**src/ttdd_pkg.sv**
```systemverilog
`timescale 1ns / 1ps
// ----------------------------------------------------------------------------
// ttdd_pkg
// Shared types and constants for the tilt to differential drive block.
// ----------------------------------------------------------------------------
package ttdd_pkg;

  // Q1.16 unsigned fixed point
  localparam int unsigned QW = 17;
  localparam logic [QW-1:0] QOne  = 17'd65536;
  localparam logic [QW-1:0] QHalf = 17'd32768;

  // input clamp limits
  localparam logic signed [15:0] XClamp = 16'sd255;
  localparam logic signed [15:0] YClamp = 16'sd180;

  // yq = 182*v + floor((4*v + 45) / 90), v in [0,360]
  localparam logic [7:0]  YStep    = 8'd182;
  localparam logic [10:0] YBias    = 11'd45;
  localparam logic [11:0] YRecip90 = 12'd2913;   // ceil(2^18 / 90)
  localparam int unsigned YRecipSh = 18;

  // register map, word index
  typedef enum logic [1:0] {
    CfgFwdSpeed = 2'd0,
    CfgRevSpeed = 2'd1,
    CfgRevThr   = 2'd2
  } cfg_idx_e;

  typedef struct packed {
    logic [QW-1:0] fwd_speed;
    logic [QW-1:0] rev_speed;
    logic [QW-1:0] rev_thr;
  } cfg_t;

  // front half to back half of the pipeline
  typedef struct packed {
    logic          valid;
    logic          x_pos;   // tilt to the right: steer the right wheel
    logic          y_low;   // scaled y below one half
    logic [29:0]   y_sq;    // yq^2, Q0.32 (used when y_low)
    logic [15:0]   one_my;  // 1 - yq (used when !y_low)
    logic [QW-1:0] x4;      // x^4, Q1.16
  } norm_t;

endpackage

```
**src/ttdd_drive.sv**
```systemverilog
`timescale 1ns / 1ps
// ----------------------------------------------------------------------------
// ttdd_drive
// Stages 4-6: speed curve, reverse select, wheel scaling.
// ----------------------------------------------------------------------------
module ttdd_drive (
  input  logic            clk_i,
  input  logic            rst_ni,
  input  ttdd_pkg::cfg_t  cfg_i,
  input  ttdd_pkg::norm_t norm_i,
  output logic            done_o,
  output logic [16:0]     left_drive_o,
  output logic [16:0]     right_drive_o,
  output logic            reverse_flag_o
);
  import ttdd_pkg::*;

  // stage 4: raw speed, steering ratio
  logic [46:0]   lo_p;
  logic [17:0]   c_fac;
  logic [33:0]   hi_p;
  logic [17:0]   drop;
  logic [QW-1:0] spd_lo, spd_hi, spd_d, ratio_d;
  logic          s4_vld_q, s4_xpos_q;
  logic [QW-1:0] s4_spd_q, s4_ratio_q;

  always_comb begin
    lo_p    = 47'(cfg_i.fwd_speed) * 47'(norm_i.y_sq) + 47'(1) * 47'(2**29);
    spd_lo  = lo_p[46:30];
    c_fac   = {QOne - cfg_i.fwd_speed, 1'b0};
    hi_p    = 34'(c_fac) * 34'(norm_i.one_my) + 34'(QHalf);
    drop    = hi_p[33:16];
    spd_hi  = (drop >= 18'(QOne)) ? 17'd0 : 17'(18'(QOne) - drop);
    spd_d   = norm_i.y_low ? spd_lo : spd_hi;
    ratio_d = QOne - norm_i.x4;
  end

  // stage 5: reverse select, per-wheel ratio
  logic          rev_d;
  logic          s5_vld_q, s5_rev_q;
  logic [QW-1:0] s5_spd_q, s5_lr_q, s5_rr_q;

  assign rev_d = (s4_spd_q < cfg_i.rev_thr);

  // stage 6: drive = speed * ratio
  logic [33:0] l_p, r_p;
  logic        out_vld_q, out_rev_q;
  logic [QW-1:0] out_l_q, out_r_q;

  always_comb begin
    l_p = 34'(s5_spd_q) * 34'(s5_lr_q) + 34'(QHalf);
    r_p = 34'(s5_spd_q) * 34'(s5_rr_q) + 34'(QHalf);
  end

  always_ff @(posedge clk_i or negedge rst_ni) begin
    if (!rst_ni) begin
      s4_vld_q  <= 1'b0;
      s5_vld_q  <= 1'b0;
      out_vld_q <= 1'b0;
    end else begin
      s4_vld_q  <= norm_i.valid;
      s5_vld_q  <= s4_vld_q;
      out_vld_q <= s5_vld_q;
    end
  end

  always_ff @(posedge clk_i) begin
    s4_xpos_q  <= norm_i.x_pos;
    s4_spd_q   <= spd_d;
    s4_ratio_q <= ratio_d;
    s5_rev_q   <= rev_d;
    s5_spd_q   <= rev_d ? cfg_i.rev_speed : s4_spd_q;
    s5_lr_q    <= s4_xpos_q ? QOne : s4_ratio_q;
    s5_rr_q    <= s4_xpos_q ? s4_ratio_q : QOne;
    out_l_q    <= l_p[32:16];
    out_r_q    <= r_p[32:16];
    out_rev_q  <= s5_rev_q;
  end

  assign done_o         = out_vld_q;
  assign left_drive_o   = out_l_q;
  assign right_drive_o  = out_r_q;
  assign reverse_flag_o = out_rev_q;

endmodule

```
**config.mk**
```make
export PLATFORM = sky130hd
export DESIGN_NAME = ttdd_drive
export DESIGN_NICKNAME = d
export VERILOG_FILES = /design/src/ttdd_pkg.sv /design/src/ttdd_drive.sv
export SDC_FILE = /design/constraint.sdc
export NUM_CORES = 2
export LEC_CHECK = 0
export BUFFER_PORTS_ARGS = -buffer_cell sky130_fd_sc_hd__buf_2
export CORE_MARGIN = 2
export CORE_UTILIZATION = 50
export DETAILED_ROUTE_END_ITERATION = 8
export HOLD_SLACK_MARGIN = 0.08
export PLACE_DENSITY = 0.74
export SLEW_MARGIN = 20
export SYNTH_ARGS = -nofsm -noshare
export SYNTH_HDL_FRONTEND = slang
export SYNTH_SLANG_ARGS = --single-unit
```
**constraint.sdc**
```tcl
create_clock -name clk_i -period 6.7 [get_ports clk_i]
set_input_delay 1.675 -clock clk_i [delete_from_list [all_inputs] [get_ports clk_i]]
set_output_delay 1.675 -clock clk_i [all_outputs]
set_load 0.005 [all_outputs]
```
==> flow_summary.ini <==
[die]
core_um2 = 93190
top_level_ports = 155
dieArea_um2 = 96270
chipWidth_um = 310.3
initial_utilization_pct = 50.33
die-height_um = 310.3
rows = 112

[timing]
slew_viol_final = 0
fmax_ghz = 0.1059
final_hold_viol_count = 0
grt_setup_unrepaired = yes
relSlewSlack_pct = 23.75
finalSetupViolations = 17
setup_slack_ns = -2.743
final.min_clock_period_ns = 9.443
worst_pin_slew_ns = 1.142
finClkSkew_ns = 0.01986
post-route-period-util_pct = 140.9

[clock_network]
clk_path_buf_depth = 2
cts_htree_levels = 4
cts_sinks = 125
clk_pin_slew_ns = 0.07
cts_tree = done
clock-root-buffer = clkbuf_16
clock_latency_ns = 0.46
cts-buffers-inserted = 17
cts-hold-fix-buffers = 0

[synthesis]
syn_inst = 5178
synth.distinct_cells = 97
synth.avg_cell_area_um2 = 9.058
synthArstFlopShare_pct = 2.400
synth_top_area_share_pct = 45.71
yosysTopAreaCell = fa_1
ys_dominant_reg_cell = dfxtp_1
ys_seq_area_share_pct = 5.367
ys_ff_latch = 125
syn-cell-area_um2 = 46900
ys_top_cells_by_area = fa_1 (46%), ha_1 (13%), inv_1 (9.4%), and2_1 (7.3%), nand2_1 (6.9%)
ys_warn_count = 0
synthesis.nets = 6858
synth_edf_count = 0

[detailed_routing]
drt_pass1_iterations = 5
ant_nets = 0
drc = 0
wl_um = 120100
viasPerCell = 5.212
dr_total_vias = 36013
wl_per_cell_um = 17.38
drt_iter0_drc = 2266

[worst_setup_path]
rr_endpoint = left_drive_o[13]
cp.required_ns = 7.10
crit_top_cell = fa_1
r2r-start = s5_spd_q[5]
rrSetupSlack_ns = 0.19
path_max_fanout = 8
worstSetupPathType = input pin to register
startpoint_type = input pin
end_kind = register
slowest_stage = or4_4
ff2ff_path_depth = 27
critPathArrivalTime_ns = 9.84
cpPeakStageDelay_ns = 0.58

[layout]
area_growth_pct = 15.76
drive_gt1_share_pct = 16.17
final_cells = 6910
final_nets = 7320

[hold_path]
min_path_cells = 0
whs_endpoint = reverse_flag_o
min_from = s5_rev_q
hp-class = register to register

[placed_design]
io_buffers = 154
dp_cells = 6829
gp_congestion = 0.9104
dp_hpwl_um = 99960

[status]
violations = setup timing
outcome = finished, violations left

[global_routing]
grt_pass1_vias = 39216
grt_pass1_wl_um = 198100
track_usage_pct = 26.01
grt_antenna_before_repair = 7
grt_max_degree = 35
gr-total-overflow = 0

[job]
max_cap_violations = 0
## layout make-up
class	count	area, um2
multi-input combinational	3634	39940
timing repair buffer	690	5234
inverter	1172	4399
antenna	3	7.507
clock inverter	14	147.6
tap	1254	1569
clock buffer	18	429.2
sequential	125	2571
fill	7932	38890
## metrics by stage
step	util [%]	TNS (ns)	hold WS, ns	setup WS (ns)	area [um2]
floorplan	-	-49.77	0.3096	-3.035	47160
global placement	56.24	-54.68	0.3106	-3.156	52410
detailed placement	56.24	-58.75	0.3136	-3.394	52410
CTS	57.47	-45.12	0.3290	-2.703	53550
global route	58.26	-51.06	0.3446	-3.047	54290
finish	58.26	-45.77	0.3300	-2.743	54290
## synthesized netlist by cell type, drive strengths merged (10+ instances only)
master and n:
a211oi 12, a21o 36, a21oi 61, a31oi 10, and2 551, and3 14
buf 12, clkbuf 237, dfxtp 122, fa 1071, ha 490, inv 1172
mux2 18, nand2 861, nand2b 11, nand3 26, nand4 11, nor2 63
nor2b 28, nor3 31, nor4 12, o21a 16, o21ai 37, or3 11
or4 10, xnor2 99, xor2 32
## how the worst max path moves through the flow
stage | endpoint | slack, ns | start
after floorplan | s4_spd_q[13] | -3.04 | cfg_i[37]
after global placement | s4_spd_q[11] | -3.16 | cfg_i[39]
after detailed placement | s4_spd_q[15] | -3.39 | cfg_i[39]
after CTS | s4_spd_q[15] | -2.70 | cfg_i[39]
after global routing | s4_spd_q[9] | -3.05 | cfg_i[39]
final | s4_spd_q[9] | -2.74 | cfg_i[39]
## cells by family after synthesis
kind of cell	Yosys count	synth area share, %
xor gates and xnor gates	131	2.486
buffers and inverters	1421	11.42
adders and majority gates	1561	58.78
muxes	25	0.5895
DFF	125	5.367
AOI/OAI and AO/OA	257	3.962
and+or+nand+nor	1658	17.39
## worst max-delay path: cells and delay by family
family,cells,cell delay [ns]
adders and majority gates,7,3.13
buffers and inverters,9,0.98
and+or+nand+nor,10,2.22
xor gates and xnor gates,2,0.34
AOI/OAI and AO/OA,6,1.47
## sequential cells by signal, indices dropped and copies added (netlist names), 17 cells and up
register,flops
s5_rr_q,17
s5_spd_q,17
s4_ratio_q,17
s5_lr_q,17
right_drive_o,17
s4_spd_q,17
left_drive_o,17
## layer usage
| layer | vias up | track usage [%] | wire length (um) | part of all wire [%] |
|---|---|---|---|---|
| li1 | 16203 | - | - | - |
| met1 | 18284 | 33.59 | 47370 | 39 |
| met2 | 1278 | 45.17 | 60680 | 51 |
| met3 | 248 | 3.589 | 8401 | 7.0 |
| met4 | 0 | 8.448 | 3627 | 3.0 |
| met5 | - | 0 | 0 | 0 |
## cell usage in the layout, fill, tap and decap left out, types with 8 or more instances in the layout
cell type and count:
buf_6 19, clkbuf_16 17, ha_4 16, buf_12 23, mux2_2 18, a211oi_1 8, ha_1 469, nor2_1 62
nor4_1 10, a21oi_2 11, dfxtp_2 10, and2_1 547, nand4_1 11, nand2_1 852, or3_1 9, nor2b_1 28
o21ai_0 27, o21a_1 15, or4_1 8, dfxtp_1 101, inv_1 1163, xor2_1 29, fa_2 15, a21o_1 36
a22o_1 9, nand2b_1 10, xnor2_1 92, buf_2 154, dfxtp_4 11, fa_1 1056, and3_1 13, nor3_1 20
a21oi_1 46, nand3_1 22, inv_2 9, o211ai_1 8, buf_4 488
## what timing repair did
item	CTS	global route
pin swaps	51	46
gates cloned	4	0
buffers inserted	21	21
setup endpoints to repair	29	30
gates resized for setup	82	113
Power is left out: the tool's default activity adds up to more than one toggle a clock period on the data nets, which glitch-free logic cannot reach.
