[src/ttdd_pkg.sv]
`timescale 1ns / 1ps
// ----------------------------------------------------------------------------
// ttdd_pkg
// Shared types and constants for the tilt to differential drive block.
// ----------------------------------------------------------------------------
package ttdd_pkg;

  // Q1.16 unsigned fixed point
  localparam int unsigned QW = 17;
  localparam logic [QW-1:0] QOne  = 17'd65536;
  localparam logic [QW-1:0] QHalf = 17'd32768;

  // input clamp limits
  localparam logic signed [15:0] XClamp = 16'sd255;
  localparam logic signed [15:0] YClamp = 16'sd180;

  // yq = 182*v + floor((4*v + 45) / 90), v in [0,360]
  localparam logic [7:0]  YStep    = 8'd182;
  localparam logic [10:0] YBias    = 11'd45;
  localparam logic [11:0] YRecip90 = 12'd2913;   // ceil(2^18 / 90)
  localparam int unsigned YRecipSh = 18;

  // register map, word index
  typedef enum logic [1:0] {
    CfgFwdSpeed = 2'd0,
    CfgRevSpeed = 2'd1,
    CfgRevThr   = 2'd2
  } cfg_idx_e;

  typedef struct packed {
    logic [QW-1:0] fwd_speed;
    logic [QW-1:0] rev_speed;
    logic [QW-1:0] rev_thr;
  } cfg_t;

  // front half to back half of the pipeline
  typedef struct packed {
    logic          valid;
    logic          x_pos;   // tilt to the right: steer the right wheel
    logic          y_low;   // scaled y below one half
    logic [29:0]   y_sq;    // yq^2, Q0.32 (used when y_low)
    logic [15:0]   one_my;  // 1 - yq (used when !y_low)
    logic [QW-1:0] x4;      // x^4, Q1.16
  } norm_t;

endpackage

[src/ttdd_norm.sv]
`timescale 1ns / 1ps
// ----------------------------------------------------------------------------
// ttdd_norm
// Stages 1-3: clamp and scale the tilt, square y, raise x to the fourth.
// ----------------------------------------------------------------------------
module ttdd_norm (
  input  logic               clk_i,
  input  logic               rst_ni,
  input  logic               in_vld_i,
  input  logic signed [15:0] accel_x_i,
  input  logic signed [15:0] accel_y_i,
  output ttdd_pkg::norm_t    norm_o
);
  import ttdd_pkg::*;

  // stage 1: clamp, |x| scale
  logic signed [15:0] ax_c, ay_c;
  logic [7:0]         axm;
  logic [QW-1:0]      xm_d;
  logic [8:0]         v_d;
  logic               s1_vld_q, s1_xpos_q;
  logic [QW-1:0]      s1_xm_q;
  logic [8:0]         s1_v_q;

  always_comb begin
    if (accel_x_i > XClamp)       ax_c = XClamp;
    else if (accel_x_i < -XClamp) ax_c = -XClamp;
    else                          ax_c = accel_x_i;
    if (accel_y_i > YClamp)       ay_c = YClamp;
    else if (accel_y_i < -YClamp) ay_c = -YClamp;
    else                          ay_c = accel_y_i;
    axm  = ax_c[15] ? 8'(-ax_c) : ax_c[7:0];
    // round(|ax| * 65536 / 255) = 257*|ax| + (|ax| >= 128)
    xm_d = {1'b0, axm, 8'd0} + {9'd0, axm} + {16'd0, axm[7]};
    v_d  = 9'(ay_c + YClamp);
  end

  // stage 2: y scale, x^2
  logic [10:0]   n2;
  logic [22:0]   qprod;
  logic [33:0]   xsq_p;
  logic [QW-1:0] yq_d, xsq_d;
  logic          s2_vld_q, s2_xpos_q;
  logic [QW-1:0] s2_yq_q, s2_xsq_q;

  always_comb begin
    n2    = {s1_v_q, 2'b00} + YBias;
    qprod = 23'(n2) * 23'(YRecip90);
    yq_d  = 17'(s1_v_q) * 17'(YStep) + 17'(qprod[22:YRecipSh]);
    xsq_p = 34'(s1_xm_q) * 34'(s1_xm_q) + 34'(QHalf);
    xsq_d = xsq_p[32:16];
  end

  // stage 3: y^2, 1 - y, x^4
  logic [33:0]   x4_p;
  logic [QW-1:0] omy_full;
  norm_t         s3_d, s3_q;
  logic          s3_vld_q;

  always_comb begin
    x4_p          = 34'(s2_xsq_q) * 34'(s2_xsq_q) + 34'(QHalf);
    omy_full      = QOne - s2_yq_q;
    s3_d.valid    = s2_vld_q;
    s3_d.x_pos    = s2_xpos_q;
    s3_d.y_low    = (s2_yq_q[16:15] == 2'b00);
    s3_d.y_sq     = 30'(s2_yq_q[14:0]) * 30'(s2_yq_q[14:0]);
    s3_d.one_my   = omy_full[15:0];
    s3_d.x4       = x4_p[32:16];
  end

  always_ff @(posedge clk_i or negedge rst_ni) begin
    if (!rst_ni) begin
      s1_vld_q <= 1'b0;
      s2_vld_q <= 1'b0;
      s3_vld_q <= 1'b0;
    end else begin
      s1_vld_q <= in_vld_i;
      s2_vld_q <= s1_vld_q;
      s3_vld_q <= s3_d.valid;
    end
  end

  always_ff @(posedge clk_i) begin
    s1_xpos_q   <= (ax_c > 16'sd0);
    s1_xm_q     <= xm_d;
    s1_v_q      <= v_d;
    s2_xpos_q   <= s1_xpos_q;
    s2_yq_q     <= yq_d;
    s2_xsq_q    <= xsq_d;
    s3_q        <= s3_d;
  end

  // valid comes from the reset flop, data from the plain one
  always_comb begin
    norm_o       = s3_q;
    norm_o.valid = s3_vld_q;
  end

endmodule

[config.mk]
export PLATFORM = sky130hd
export DESIGN_NAME = ttdd_norm
export DESIGN_NICKNAME = d
export VERILOG_FILES = /design/src/ttdd_pkg.sv /design/src/ttdd_norm.sv
export SDC_FILE = /design/constraint.sdc
export NUM_CORES = 2
export LEC_CHECK = 0
export BUFFER_PORTS_ARGS = -buffer_cell sky130_fd_sc_hd__buf_2
export CORE_UTILIZATION = 45
export DETAILED_ROUTE_END_ITERATION = 8
export GPL_TIMING_DRIVEN = 1
export REMOVE_ABC_BUFFERS = 1
export SYNTH_ARGS = -nofsm -noshare
export SYNTH_HDL_FRONTEND = slang
export SYNTH_SLANG_ARGS = --single-unit
[constraint.sdc]
create_clock -name clk_i -period 19.1 [get_ports clk_i]
set_clock_uncertainty 0.15 [all_clocks]
set_input_delay 2.865 -clock clk_i [delete_from_list [all_inputs] [get_ports clk_i]]
set_output_delay 2.865 -clock clk_i [all_outputs]
set_load 0.02 [all_outputs]
==> impl_metrics.tcl <==
set metrics [dict create \
    crit_start "s1_v_q[0]$_SDFF_PP0_" \
    area_growth_pct 6.85 \
    fin_nets 4053 \
    hp-class "flop to flop" \
    dieArea_um2 64200 \
    max_slew.worst_pin.slew_ns 0.996 \
    cts_buffers 17 \
    fin_crit_sh_pct 39.1 \
    drtIter0Drc 582 \
    hpwl_um 49600 \
    drt-wirelength-per-cell_um 15.1 \
    netlist_area_um2 28400 \
    io_pins 101 \
    synthCells 2971 \
    setup-tns-final_ns 0 \
    r2r_slack_ns 11.64 \
    holdPathEnd "s2_xpos_q$_DFF_P_" \
    htree_num_levels 4 \
    yosys.cell_types.count 74 \
    cts_root_buf "clkbuf_16" \
    synth.avg_cell_area_um2 9.57 \
    critPathLaunchType "flop" \
    die_w_um 253 \
    cts_setup_buffers 0 \
    initial_core_util_pct 45.8 \
    cp_data_arrival_time_ns 7.67 \
    antennaDiodeCount 0 \
    crit_cells 33 \
    firstDrtPassIters 5 \
    grt_max_degree 23 \
    die_height_um 253 \
    drt_wl_total_um 58700 \
    grt_overflow 0 \
    critPathCaptureType "flop" \
    crit_buf_inv 5 \
    min-delay-start "s1_xpos_q$_DFF_P_" \
    status "finished, final reports clean" \
    core-area_um2 62100 \
    gp_congestion 0.873 \
    hold_violations 0 \
    rsz0062_at_grt "false" \
    drive_gt1_share_pct 5.64 \
    viasPerCell 4.93 \
    setup_viol 0 \
    cp_slowest_stage_delay_ns 0.57 \
    reg2reg_to "s2_yq_q[13]$_DFF_P_" \
    yosys_most_used_dff "dfxtp_1" \
    seq_area_frac_synth_pct 8.99 \
    vias 19100 \
    cp_common_cell "inv_1" \
    cts_tree "done" \
    crit_family "adder cells" \
    grt_pass1_vias 21500 \
    cts_sinks 127 \
    path_clk_slew_ns 0.07 \
    io_buffers 99 \
    critPathMaxFanout 9 \
    fin_crit_ns 7.46 \
    grtUsageTotal_pct 19.8 \
    std_cell_rows 91 \
    max_slew_margin_pct 33.5 \
    r2r-start "s1_v_q[0]$_SDFF_PP0_" \
    drv_slew 0 \
    hold_depth 0 \
    drc 0 \
    max_freq_mhz 134 \
    async_flop_share_pct 2.36 \
    grt_pass1_wl_um 101000 \
    slowest_stage "dfxtp_1" \
    holdBufCountCts 0 \
    drv_cap 0 \
    critPathKind "flop to flop" \
    timing.hold.ws_ns 0.182 \
    ys_seq_elements 127 \
    cts.repair.resized 0 \
    clock_latency_ns 0.50 \
    ys.warnings.count 0 \
    ant_nets 0 \
    antenna_found_initial 0 \
    r2r_cells 33 \
    synth_edf_count 0 \
    required_ns 19.32 \
    clk_path_buf_depth 2 \
]
-- how the worst max path moves through the flow --
stage	to	slack, ns
floorplan	s2_yq_q[13]$_DFF_P_	12.40
global placement	s2_yq_q[13]$_DFF_P_	11.82
detailed placement	s2_yq_q[13]$_DFF_P_	11.68
CTS	s2_yq_q[13]$_DFF_P_	11.64
global route	s2_yq_q[13]$_DFF_P_	10.98
finish	s2_yq_q[13]$_DFF_P_	11.64
-- state kept, by name, indices dropped and copies added (netlist names) --
register,flops
s1_v_q,9
s3_vld_q,1
norm_o,63
s2_yq_q,17
s2_xsq_q,17
s1_vld_q,1
s2_xpos_q,1
s1_xm_q,16
s2_vld_q,1
s1_xpos_q,1
-- placed cells by master, fill, tap and decap left out, types with 17 or more instances in the layout --
master / Yosys / routed
a21o_1: 27 / 27
a21oi_1: 70 / 70
and2_1: 197 / 197
buf_2: 0 / 99
clkbuf_16: 0 / 17
dfxtp_1: 124 / 124
fa_1: 562 / 562
ha_1: 422 / 422
inv_1: 760 / 760
nand2_1: 189 / 189
nor2_1: 115 / 115
nor2b_1: 25 / 25
nor3_1: 25 / 25
o21a_1: 18 / 18
o21ai_0: 48 / 48
xnor2_1: 100 / 100
xor2_1: 49 / 49
-- cell type report --
| type | instances | area [um^2] |
|---|---|---|
| fill | 5866 | 31700 |
| multi-input combinational | 2020 | 22800 |
| inverter | 761 | 2860 |
| sequential | 127 | 2560 |
| tap | 837 | 1050 |
| timing repair buffer | 107 | 556 |
| clock buffer | 18 | 439 |
| clock inverter | 14 | 154 |
-- worst reg2reg max path, delay by kind of cell, from the launching register on --
kind | cells | cell delay [ns]
fa+ha+maj | 8 | 2.70
xor+xnor | 3 | 0.71
compound gates | 8 | 1.23
flops | 1 | 0.57
buf+inv | 5 | 0.49
simple gates | 9 | 1.49
-- routing by layer --
metal	track usage, %	vias up	share of wire [%]
li1	-	9155	-
met1	25.6	9659	46
met2	34.5	255	49
met3	3.14	60	3.2
met4	4.85	0	1.5
met5	0	-	0
-- synthesized netlist by cell type, types with 5 or more instances --
cell type / instances / area share (%)
nand2_1: 189 / 2.5
nor2_1: 115 / 1.5
a21o_1: 27 / 0.71
nand2b_1: 9 / 0.20
nand4_1: 8 / 0.18
a211oi_1: 5 / 0.13
xor2_1: 49 / 1.5
nor2b_1: 25 / 0.55
inv_1: 760 / 10
clkbuf_1: 59 / 0.78
or2_2: 8 / 0.18
xnor2_1: 100 / 3.1
and2_1: 197 / 4.3
nor3_1: 25 / 0.44
ha_1: 422 / 19
a31oi_1: 16 / 0.35
dfxtp_1: 124 / 8.7
a21oi_1: 70 / 1.2
o21ai_0: 48 / 0.84
nor4_1: 13 / 0.29
o21a_1: 18 / 0.48
o21bai_1: 10 / 0.26
nand3_1: 14 / 0.25
fa_1: 562 / 40
and3_1: 14 / 0.31
-- cell families (layout without fill, tap and decap cells) --
kind of cell | Yosys count | in the layout | synth area share [%]
adder cells (fa/ha/maj) | 984 | 984 | 58.1
buffers and inverters | 824 | 900 | 10.9
AND/OR/NAND/NOR | 633 | 633 | 11.2
AO/OA/AOI/OAI | 245 | 245 | 5.91
XOR/XNOR | 149 | 149 | 4.59
flip-flops | 127 | 127 | 8.99
multiplexers | 8 | 8 | 0.299
other | 1 | 1 | 0.0132
-- per-stage QoR --
step           cells  setup slack (ns)  util (%)  cell area, um^2
2_1_floorplan   2908             12.40         -            28200
3_3_place_gp    3852             11.82      48.0            29800
3_5_place_dp    3852             11.68      48.0            29800
4_1_cts         3884             11.64      49.0            30400
5_1_grt         3884             10.98      49.0            30400
6_report        3884             11.64      49.0            30400
Power is not shown: default switching activity piles up to over one toggle a cycle in this logic, so the estimate is an artifact.
