<file path="config.mk">
export PLATFORM = sky130hd
export DESIGN_NAME = ttdd_regs
export DESIGN_NICKNAME = d
export VERILOG_FILES = /design/src/ttdd_pkg.sv /design/src/ttdd_regs.sv
export SDC_FILE = /design/constraint.sdc
export NUM_CORES = 1
export LEC_CHECK = 0
export BUFFER_PORTS_ARGS = -buffer_cell sky130_fd_sc_hd__buf_4
export CAP_MARGIN = 20
export CORE_MARGIN = 2
export CORE_UTILIZATION = 40
export DETAILED_ROUTE_END_ITERATION = 16
export GPL_ROUTABILITY_DRIVEN = 0
export GPL_TIMING_DRIVEN = 0
export PLACE_DENSITY = 0.68
export SYNTH_ARGS = -nofsm -noshare
export SYNTH_HDL_FRONTEND = slang
export SYNTH_SLANG_ARGS = --single-unit
</file>
<file path="constraint.sdc">
create_clock -name clk_i -period 2.7 [get_ports clk_i]
set_clock_uncertainty 0.2 [all_clocks]
set_input_delay 0.405 -clock clk_i [delete_from_list [all_inputs] [get_ports clk_i]]
set_output_delay 0.405 -clock clk_i [all_outputs]
set_load 0.01 [all_outputs]
</file>
<file path="src/ttdd_pkg.sv">
`timescale 1ns / 1ps
// ----------------------------------------------------------------------------
// ttdd_pkg
// Shared types and constants for the tilt to differential drive block.
// ----------------------------------------------------------------------------
package ttdd_pkg;

  // Q1.16 unsigned fixed point
  localparam int unsigned QW = 17;
  localparam logic [QW-1:0] QOne  = 17'd65536;
  localparam logic [QW-1:0] QHalf = 17'd32768;

  // input clamp limits
  localparam logic signed [15:0] XClamp = 16'sd255;
  localparam logic signed [15:0] YClamp = 16'sd180;

  // yq = 182*v + floor((4*v + 45) / 90), v in [0,360]
  localparam logic [7:0]  YStep    = 8'd182;
  localparam logic [10:0] YBias    = 11'd45;
  localparam logic [11:0] YRecip90 = 12'd2913;   // ceil(2^18 / 90)
  localparam int unsigned YRecipSh = 18;

  // register map, word index
  typedef enum logic [1:0] {
    CfgFwdSpeed = 2'd0,
    CfgRevSpeed = 2'd1,
    CfgRevThr   = 2'd2
  } cfg_idx_e;

  typedef struct packed {
    logic [QW-1:0] fwd_speed;
    logic [QW-1:0] rev_speed;
    logic [QW-1:0] rev_thr;
  } cfg_t;

  // front half to back half of the pipeline
  typedef struct packed {
    logic          valid;
    logic          x_pos;   // tilt to the right: steer the right wheel
    logic          y_low;   // scaled y below one half
    logic [29:0]   y_sq;    // yq^2, Q0.32 (used when y_low)
    logic [15:0]   one_my;  // 1 - yq (used when !y_low)
    logic [QW-1:0] x4;      // x^4, Q1.16
  } norm_t;

endpackage

</file>
<file path="src/ttdd_regs.sv">
`timescale 1ns / 1ps
// ----------------------------------------------------------------------------
// ttdd_regs
// APB register file: forward speed, reverse speed, reverse threshold.
// ----------------------------------------------------------------------------
module ttdd_regs (
  input  logic                clk_i,
  input  logic                rst_ni,
  input  logic                psel,
  input  logic                penable,
  input  logic                pwrite,
  input  logic [3:0]          paddr,
  input  logic [31:0]         pwdata,
  output logic [31:0]         prdata,
  output logic                pready,
  output ttdd_pkg::cfg_t      cfg_o
);
  import ttdd_pkg::*;

  logic [QW-1:0] fwd_q, fwd_d;
  logic [QW-1:0] rev_q, rev_d;
  logic [QW-1:0] thr_q, thr_d;
  logic [QW-1:0] wval;
  logic          wr_en;
  cfg_idx_e      idx;

  assign pready = 1'b1;
  assign wr_en  = psel & penable & pwrite;
  assign idx    = cfg_idx_e'(paddr[3:2]);
  // values above one in pwdata[16:0] saturate; upper bits are ignored
  assign wval   = (pwdata[QW-1:0] > QOne) ? QOne : pwdata[QW-1:0];

  always_comb begin
    fwd_d = fwd_q;
    rev_d = rev_q;
    thr_d = thr_q;
    if (wr_en) begin
      unique case (idx)
        CfgFwdSpeed: fwd_d = wval;
        CfgRevSpeed: rev_d = wval;
        CfgRevThr:   thr_d = wval;
        default: ;
      endcase
    end
  end

  always_comb begin
    unique case (idx)
      CfgFwdSpeed: prdata = {15'd0, fwd_q};
      CfgRevSpeed: prdata = {15'd0, rev_q};
      CfgRevThr:   prdata = {15'd0, thr_q};
      default:     prdata = 32'd0;
    endcase
  end

  always_ff @(posedge clk_i or negedge rst_ni) begin
    if (!rst_ni) begin
      fwd_q <= 17'd45875;
      rev_q <= 17'd52429;
      thr_q <= 17'd6554;
    end else begin
      fwd_q <= fwd_d;
      rev_q <= rev_d;
      thr_q <= thr_d;
    end
  end

  assign cfg_o.fwd_speed = fwd_q;
  assign cfg_o.rev_speed = rev_q;
  assign cfg_o.rev_thr   = thr_q;

endmodule

</file>
==> summary.txt, run 1 <==
Die
  – Initial core utilization: 0.416
  – Die area: 0.00830 mm2
  – Core area: 0.00729 mm2
  – I/O pin cnt: 125
  – Rows: 31
  – Die X-Extent: 91.1 um
  – Die Span Y: 91.1 um

Synth
  – Cell taking the most area after synthesis: dfstp_2
  – Largest cells by area after synthesis: dfstp_2 (22%), dfrtp_1 (21%), o21ai_0 (9.6%)
  – Syn avg cell area: 9.40 um2
  – Post-synth design cell area: 0.00304 mm2
  – Yosys top cell area share: 0.216
  – Yosys reg bits: 51
  – YS warnings: 0
  – Post-synthesis cell count: 323
  – Async SR Flop Fraction: 1.00
  – Most used DFF post-synth: dfrtp_1
  – Number of library cell types mapped by synthesis: 23
  – Post-synth EDFFs: 0
  – Most frequent cell after synthesis: o21ai_0
  – Sequential element share of the synthesized area: 0.431
  – Synth top cells by count: o21ai_0 (58), nand3_1 (49), a22oi_1 (28), dfrtp_1 (26), dfstp_2 (25)

Routing
  – Drt total wl: 9.70 mm
  – Drt first-iter violations: 292
  – DRC: 0
  – Via Count: 3007
  – Antenna violation net count after detailed routing: 0
  – DR pass1 iterations: 5
  – Routed len/inst: 18.1 um
  – Routed vias/inst: 5.62

Setup path
  – WP data required: 2.10 ns
  – CP Capture Type: output pin
  – Arr. time, crit path: 1.72 ns
  – Max FO, Critical Path: 10
  – Worst setup SP type: input pin
  – Kind of critical path: in2out

STA
  – Setup ws final: 0.372 ns
  – Final setup fails: 0
  – Period minus WS final: 2.33 ns
  – Final hold viol count: 0
  – Slew Limit Fails: 0
  – Tcrit/Tclk final: 0.862
  – Fmax: 430 MHz
  – Worst Hold Slack: 0.144 ns
  – Slew at the pin closest to its max-slew limit: 0.680 ns
  – Setup tns final: 0 ns
  – Unrepaired setup endpoints after global routing: no
  – Relative slew slack: 0.547

Clocking
  – CTS Buffer Depth: 2
  – Sink Count: 51
  – Resize count post-CTS: 0
  – Clk_lat worst skew: 0.31 ns
  – Num CTS Buffers: 5
  – Root Buffer: clkbuf_8
  – Clock transition at the registers of the reported paths: 0.10 ns
  – Hold_buf cts: 1
  – Postcts setup bufs: 0
  – CTS tree: yes
  – H-Tree Level Count: 2

Final layout
  – Syn-to-layout area delta: 32.3%
  – FF/Latch Area: 0.00131 mm2
  – Ant diodes: 0
  – Footprint of the multi-input gates: 0.00145 mm2
  – Fillers: 688
  – Post-Layout Cell Count: 535
  – Ratio of cells with drive above 1 in the final layout: 0.408
  – Fin nets: 476
  – Cell area after layout: 0.00402 mm2

Global route
  – Global-route wire length before repair: 15.7 mm
  – Number of global-route vias before repair: 2969
  – Global route overflow: 0
  – Initial antenna violation count: 0
  – Largest net degree at the start of global routing: 52
  – GRT Total Usage: 0.237

Outcome
  – Outcome: complete, no violations

Power and ir drop
  – Cell Pwr Density: 610 mW/mm2
  – Worst VDD drop: 0.214 mV
  – Leak pwr: 1.89 nW

Placed design
  – Pre-CTS setup slack: 0.419 ns
  – Placed Cells: 526
  – Placed Area: 0.00389 mm2
  – I/O Buffers: 90
  – Post-DP HPWL: 7.31 mm

Job
  – Max_cap viols: 0

Min path
  – Hold crit path type: in2reg
## worst paths after layout
path / start / endpoint / slack (ns) / cells past startpoint
min reg2reg: rev_q[15] / rev_q[15] / 0.32 / 2
max: paddr[2] / prdata[3] / 0.37 / 6
max in group asynchronous: rst_ni / thr_q[14] / 1.38 / 2
max reg2reg: rev_q[6] / rev_q[6] / 1.58 / 2
min: pwdata[0] / rev_q[0] / 0.14 / 3
min in group asynchronous: rst_ni / rev_q[4] / 0.47 / 2
## registers in the layout, indices dropped and copies added (netlist names)
| register | flops |
|---|---|
| rev_q | 17 |
| thr_q | 17 |
| fwd_q | 17 |
## per-layer routing
layer	up-vias	share of wire	global-route usage
li1	1385	-	-
met1	1456	0.45	0.339
met2	152	0.47	0.370
met3	14	0.073	0.0448
met4	0	0.015	0.0593
met5	-	0	0
## power breakdown
part           total, mW  internal (mW)  leakage [nW]  switching [mW]
clock network      0.565          0.300        0.0612           0.265
registers           1.09          0.958         0.598           0.132
logic              0.793          0.401          1.24           0.391
## layout make-up
| class | instances | area share |
|---|---|---|
| Clock buffer | 6 | 0.0206 |
| Multi-Input combinational cell | 232 | 0.362 |
| Timing Repair Buffer | 91 | 0.171 |
| Clock inverter | 2 | 0.00872 |
| Inverter | 1 | 0.000935 |
| Buffer | 53 | 0.0810 |
| Tap cell | 99 | 0.0308 |
| Sequential cell | 51 | 0.326 |
## cell families after synthesis
group / share of synthesized area
multiplexers: 0.0560
other: 0.00247
flip-flops: 0.431
AND/OR/NAND/NOR: 0.139
buffers and inverters: 0.108
AO/OA/AOI/OAI: 0.264
## cells in the final DEF (no fill, tap or decap)
cell           instances
buf_4                108
o21ai_0               58
nand3_1               49
a22oi_1               28
dfrtp_1               26
dfstp_2               25
a22oi_2               20
clkbuf_1              18
mux2i_1               17
nand2_1               17
conb_1                16
buf_2                 10
o21ai_1               10
buf_6                  6
clkbuf_8               6
nor4_1                 4
and3_1                 4
nand2b_1               4
nor2b_1                2
nand4_1                1
inv_1                  1
and4b_1                1
nand4b_1               1
clkbuf_2               1
clkinv_2               1
bufinv_16              1
dlygate4sd3_1          1
## worst max-delay path: stages
cell,delay [ns]
buf_4,0.10
buf_4,0.21
buf_2,0.36
mux2i_1,0.36
o21ai_0,0.13
buf_4,0.16
## through the flow
| step | util | power, mW |
|---|---|---|
| floorplan | - | 1.45 |
| global placement | 0.533 | 1.88 |
| detailed placement | 0.533 | 1.89 |
| CTS | 0.551 | 2.45 |
| global route | 0.551 | 2.57 |
| finish | 0.551 | 2.45 |
(Power assumes the default switching activity.)
==> run 2, diff against run 1 <==
CORE_ASPECT_RATIO = 0.7   (was unset)
REMOVE_ABC_BUFFERS = 1   (was unset)
==> run 2 against run 1 <==
- utilization is 3.0 points lower
- critical path depth is 1 lower
- via count is 2.9% lower
- design area is 5.2% lower
- register-to-register slack worse by 0.06 ns
- non-clock buffer count is 45 lower
- fmax is 7.0% lower
- die area is 0.14% higher
- total power is 4.1% lower
- highest routed layer unchanged
- clock power is 10% lower
- largest cell class unchanged
- setup slack worse by 0.18 ns
- critical path type unchanged
==> summary.txt, run 2 (synthesized netlist as in run 1, its figures left out) <==
Outcome
  – Outcome: complete, no violations

Min path
  – Hold crit path type: in2reg
  – WHS Path Cells: 3 (unchanged)

Setup path
  – WP data required: 2.10 ns (about the same)
  – Max FO, Critical Path: 55 (+45)
  – CP Capture Type: output pin
  – R2R cell count: 2 (unchanged)
  – Arr. time, crit path: 1.90 ns (+0.18 ns)
  – Worst setup SP type: input pin
  – Kind of critical path: in2out

Die
  – Die Span Y: 76.9 um (-16%)
  – I/O pin cnt: 125 (unchanged)
  – Rows: 26 (-16%)
  – Die area: 0.00832 mm2 (+0.14%)
  – Initial core utilization: 0.415 (-0.00157)
  – Core area: 0.00732 mm2 (+0.38%)
  – Die X-Extent: 108 um (+19%)

STA
  – Slew at the pin closest to its max-slew limit: 1.08 ns (+0.401 ns)
  – Unrepaired setup endpoints after global routing: no
  – Fmax: 400 MHz (-7.0%)
  – Setup ws final: 0.197 ns (-0.175 ns)
  – Slew Limit Fails: 0 (unchanged)
  – Relative slew slack: 0.279 (-0.268)
  – Final setup fails: 0 (unchanged)
  – Tcrit/Tclk final: 0.927 (+0.0650)
  – Final hold viol count: 0 (unchanged)
  – Period minus WS final: 2.50 ns (+0.175 ns)

Final layout
  – Cell area after layout: 0.00381 mm2 (-5.2%)
  – Ratio of cells with drive above 1 in the final layout: 0.394 (-0.0144)
  – Post-layout util: 0.520 (-0.0304)
  – Commonest non-fill, non-tap cells in the layout: buf_4 (94), o21ai_0 (58), nand3_1 (49), a22oi_1 (28), dfrtp_1 (26)
  – Largest regs: fwd_q (17), rev_q (17), thr_q (17)
  – Post-Layout Cell Count: 489 (-8.6%)
  – Fin nets: 431 (-9.5%)
  – Syn-to-layout area delta: 25.4%
  – Commonest non-fill, non-tap cell in the layout: buf_4
  – Ant diodes: 0 (unchanged)

Routing
  – Drt total wl: 9.49 mm (-2.1%)
  – Via Count: 2919 (-2.9%)
  – DR pass1 iterations: 5 (unchanged)
  – DRC: 0 (unchanged)
  – Routed vias/inst: 5.97 (+6.2%)
  – Drt first-iter violations: 269 (-7.9%)
  – Routed len/inst: 19.4 um (+7.1%)
  – Antenna violation net count after detailed routing: 0 (unchanged)

Clocking
  – Clock transition at the registers of the reported paths: 0.10 ns (about the same)
  – H-Tree Level Count: 2 (unchanged)
  – Root Buffer: clkbuf_8
  – Sink Count: 51 (unchanged)
  – Clk_lat worst skew: 0.31 ns (about the same)
  – CTS Buffer Depth: 2 (unchanged)
  – CTS tree: yes
  – Num CTS Buffers: 5 (unchanged)

Placed design
  – Post-DP HPWL: 5.93 mm (-19%)
  – Placed Area: 0.00367 mm2 (-5.7%)
  – Pre-CTS setup slack: -0.391 ns (-0.809 ns)
  – Placed Cells: 477 (-9.3%)
  – I/O Buffers: 91 (+1.1%)

Global route
  – GRT Total Usage: 0.228 (-0.00903)
  – Initial antenna violation count: 0 (unchanged)
  – Global-route wire length before repair: 15.0 mm (-4.4%)
  – Global route overflow: 0 (unchanged)
  – Largest net degree at the start of global routing: 56 (+7.7%)
  – Number of global-route vias before repair: 2685 (-9.6%)

Power and ir drop
  – Register share of total power: 0.463 (+0.018)
  – Cell Pwr Density: 616 mW/mm2 (+1.1%)
  – Worst VDD drop: 0.252 mV (+18%)
  – Switching Share: 0.330 (+0.00797)
  – NetSw: 0.774 mW (-1.7%)
  – Cell Int Power: 1.57 mW (-5.2%)
  – Leak pwr: 1.76 nW (-7.1%)
  – Combinational share of power: 0.321 (-0.003)
  – Clock Power Share: 0.216 (-0.015)

Job
  – Max_cap viols: 0 (unchanged)
==> run 2: layout make-up <==
cell class / count / area, um2
timing repair buffer: 99 / 810
sequential: 51 / 1310
fill: 644 / 3510
clock buffer: 8 / 100
inverter: 1 / 3.75
tap: 98 / 123
multi-input combinational: 232 / 1470
==> run 2: final timing paths <==
path	from	end	slack (ns)
max	paddr[3]	prdata[7]	0.20
min	pwdata[15]	rev_q[15]	0.14
max reg2reg	thr_q[7]	thr_q[7]	1.52
min reg2reg	fwd_q[0]	fwd_q[0]	0.32
max in group asynchronous	rst_ni	thr_q[2]	1.39
min in group asynchronous	rst_ni	rev_q[1]	0.46
==> run 2: timing repair <==
action                                  CTS  global route
setup buffers                             0             3
resized for setup                         3             1
endpoints found under the setup margin   19            14
endpoints found under the hold margin    26             0
hold buffers                              1             0
pin swaps                                 0             1
cloned                                    0             0
==> run 2: stage by stage <==
step | TNS, ns | total power [mW] | hold slack (ns)
finish | 0 | 2.35 | 0.138
global route | 0 | 2.46 | 0.143
CTS | 0 | 2.34 | 0.138
detailed placement | -13.45 | 1.85 | 0.280
global placement | -68.02 | 1.82 | 0.280
floorplan | -6.20 | 1.41 | -0.0906
==> run 2: worst max-delay path, cell delays in order <==
cell and delay [ns]:
buf_4 0.44, nor2b_4 0.59, nand2_1 0.09, o21ai_0 0.16
buf_4 0.19
==> run 2: layer usage <==
layer	wire length, um	up-vias	track usage
met5	0	-	0
met4	81	0	0.0462
met3	810	10	0.0374
met2	4190	169	0.322
met1	4410	1453	0.362
li1	-	1287	-
==> run 2: power by group through the flow <==
stage	sequential, mW	combinational (mW)	clock (mW)
CTS	1.08	0.760	0.496
floorplan	1.13	0.274	0
global placement	1.09	0.732	0
detailed placement	1.09	0.756	0
global route	1.11	0.826	0.525
finish	1.09	0.753	0.507
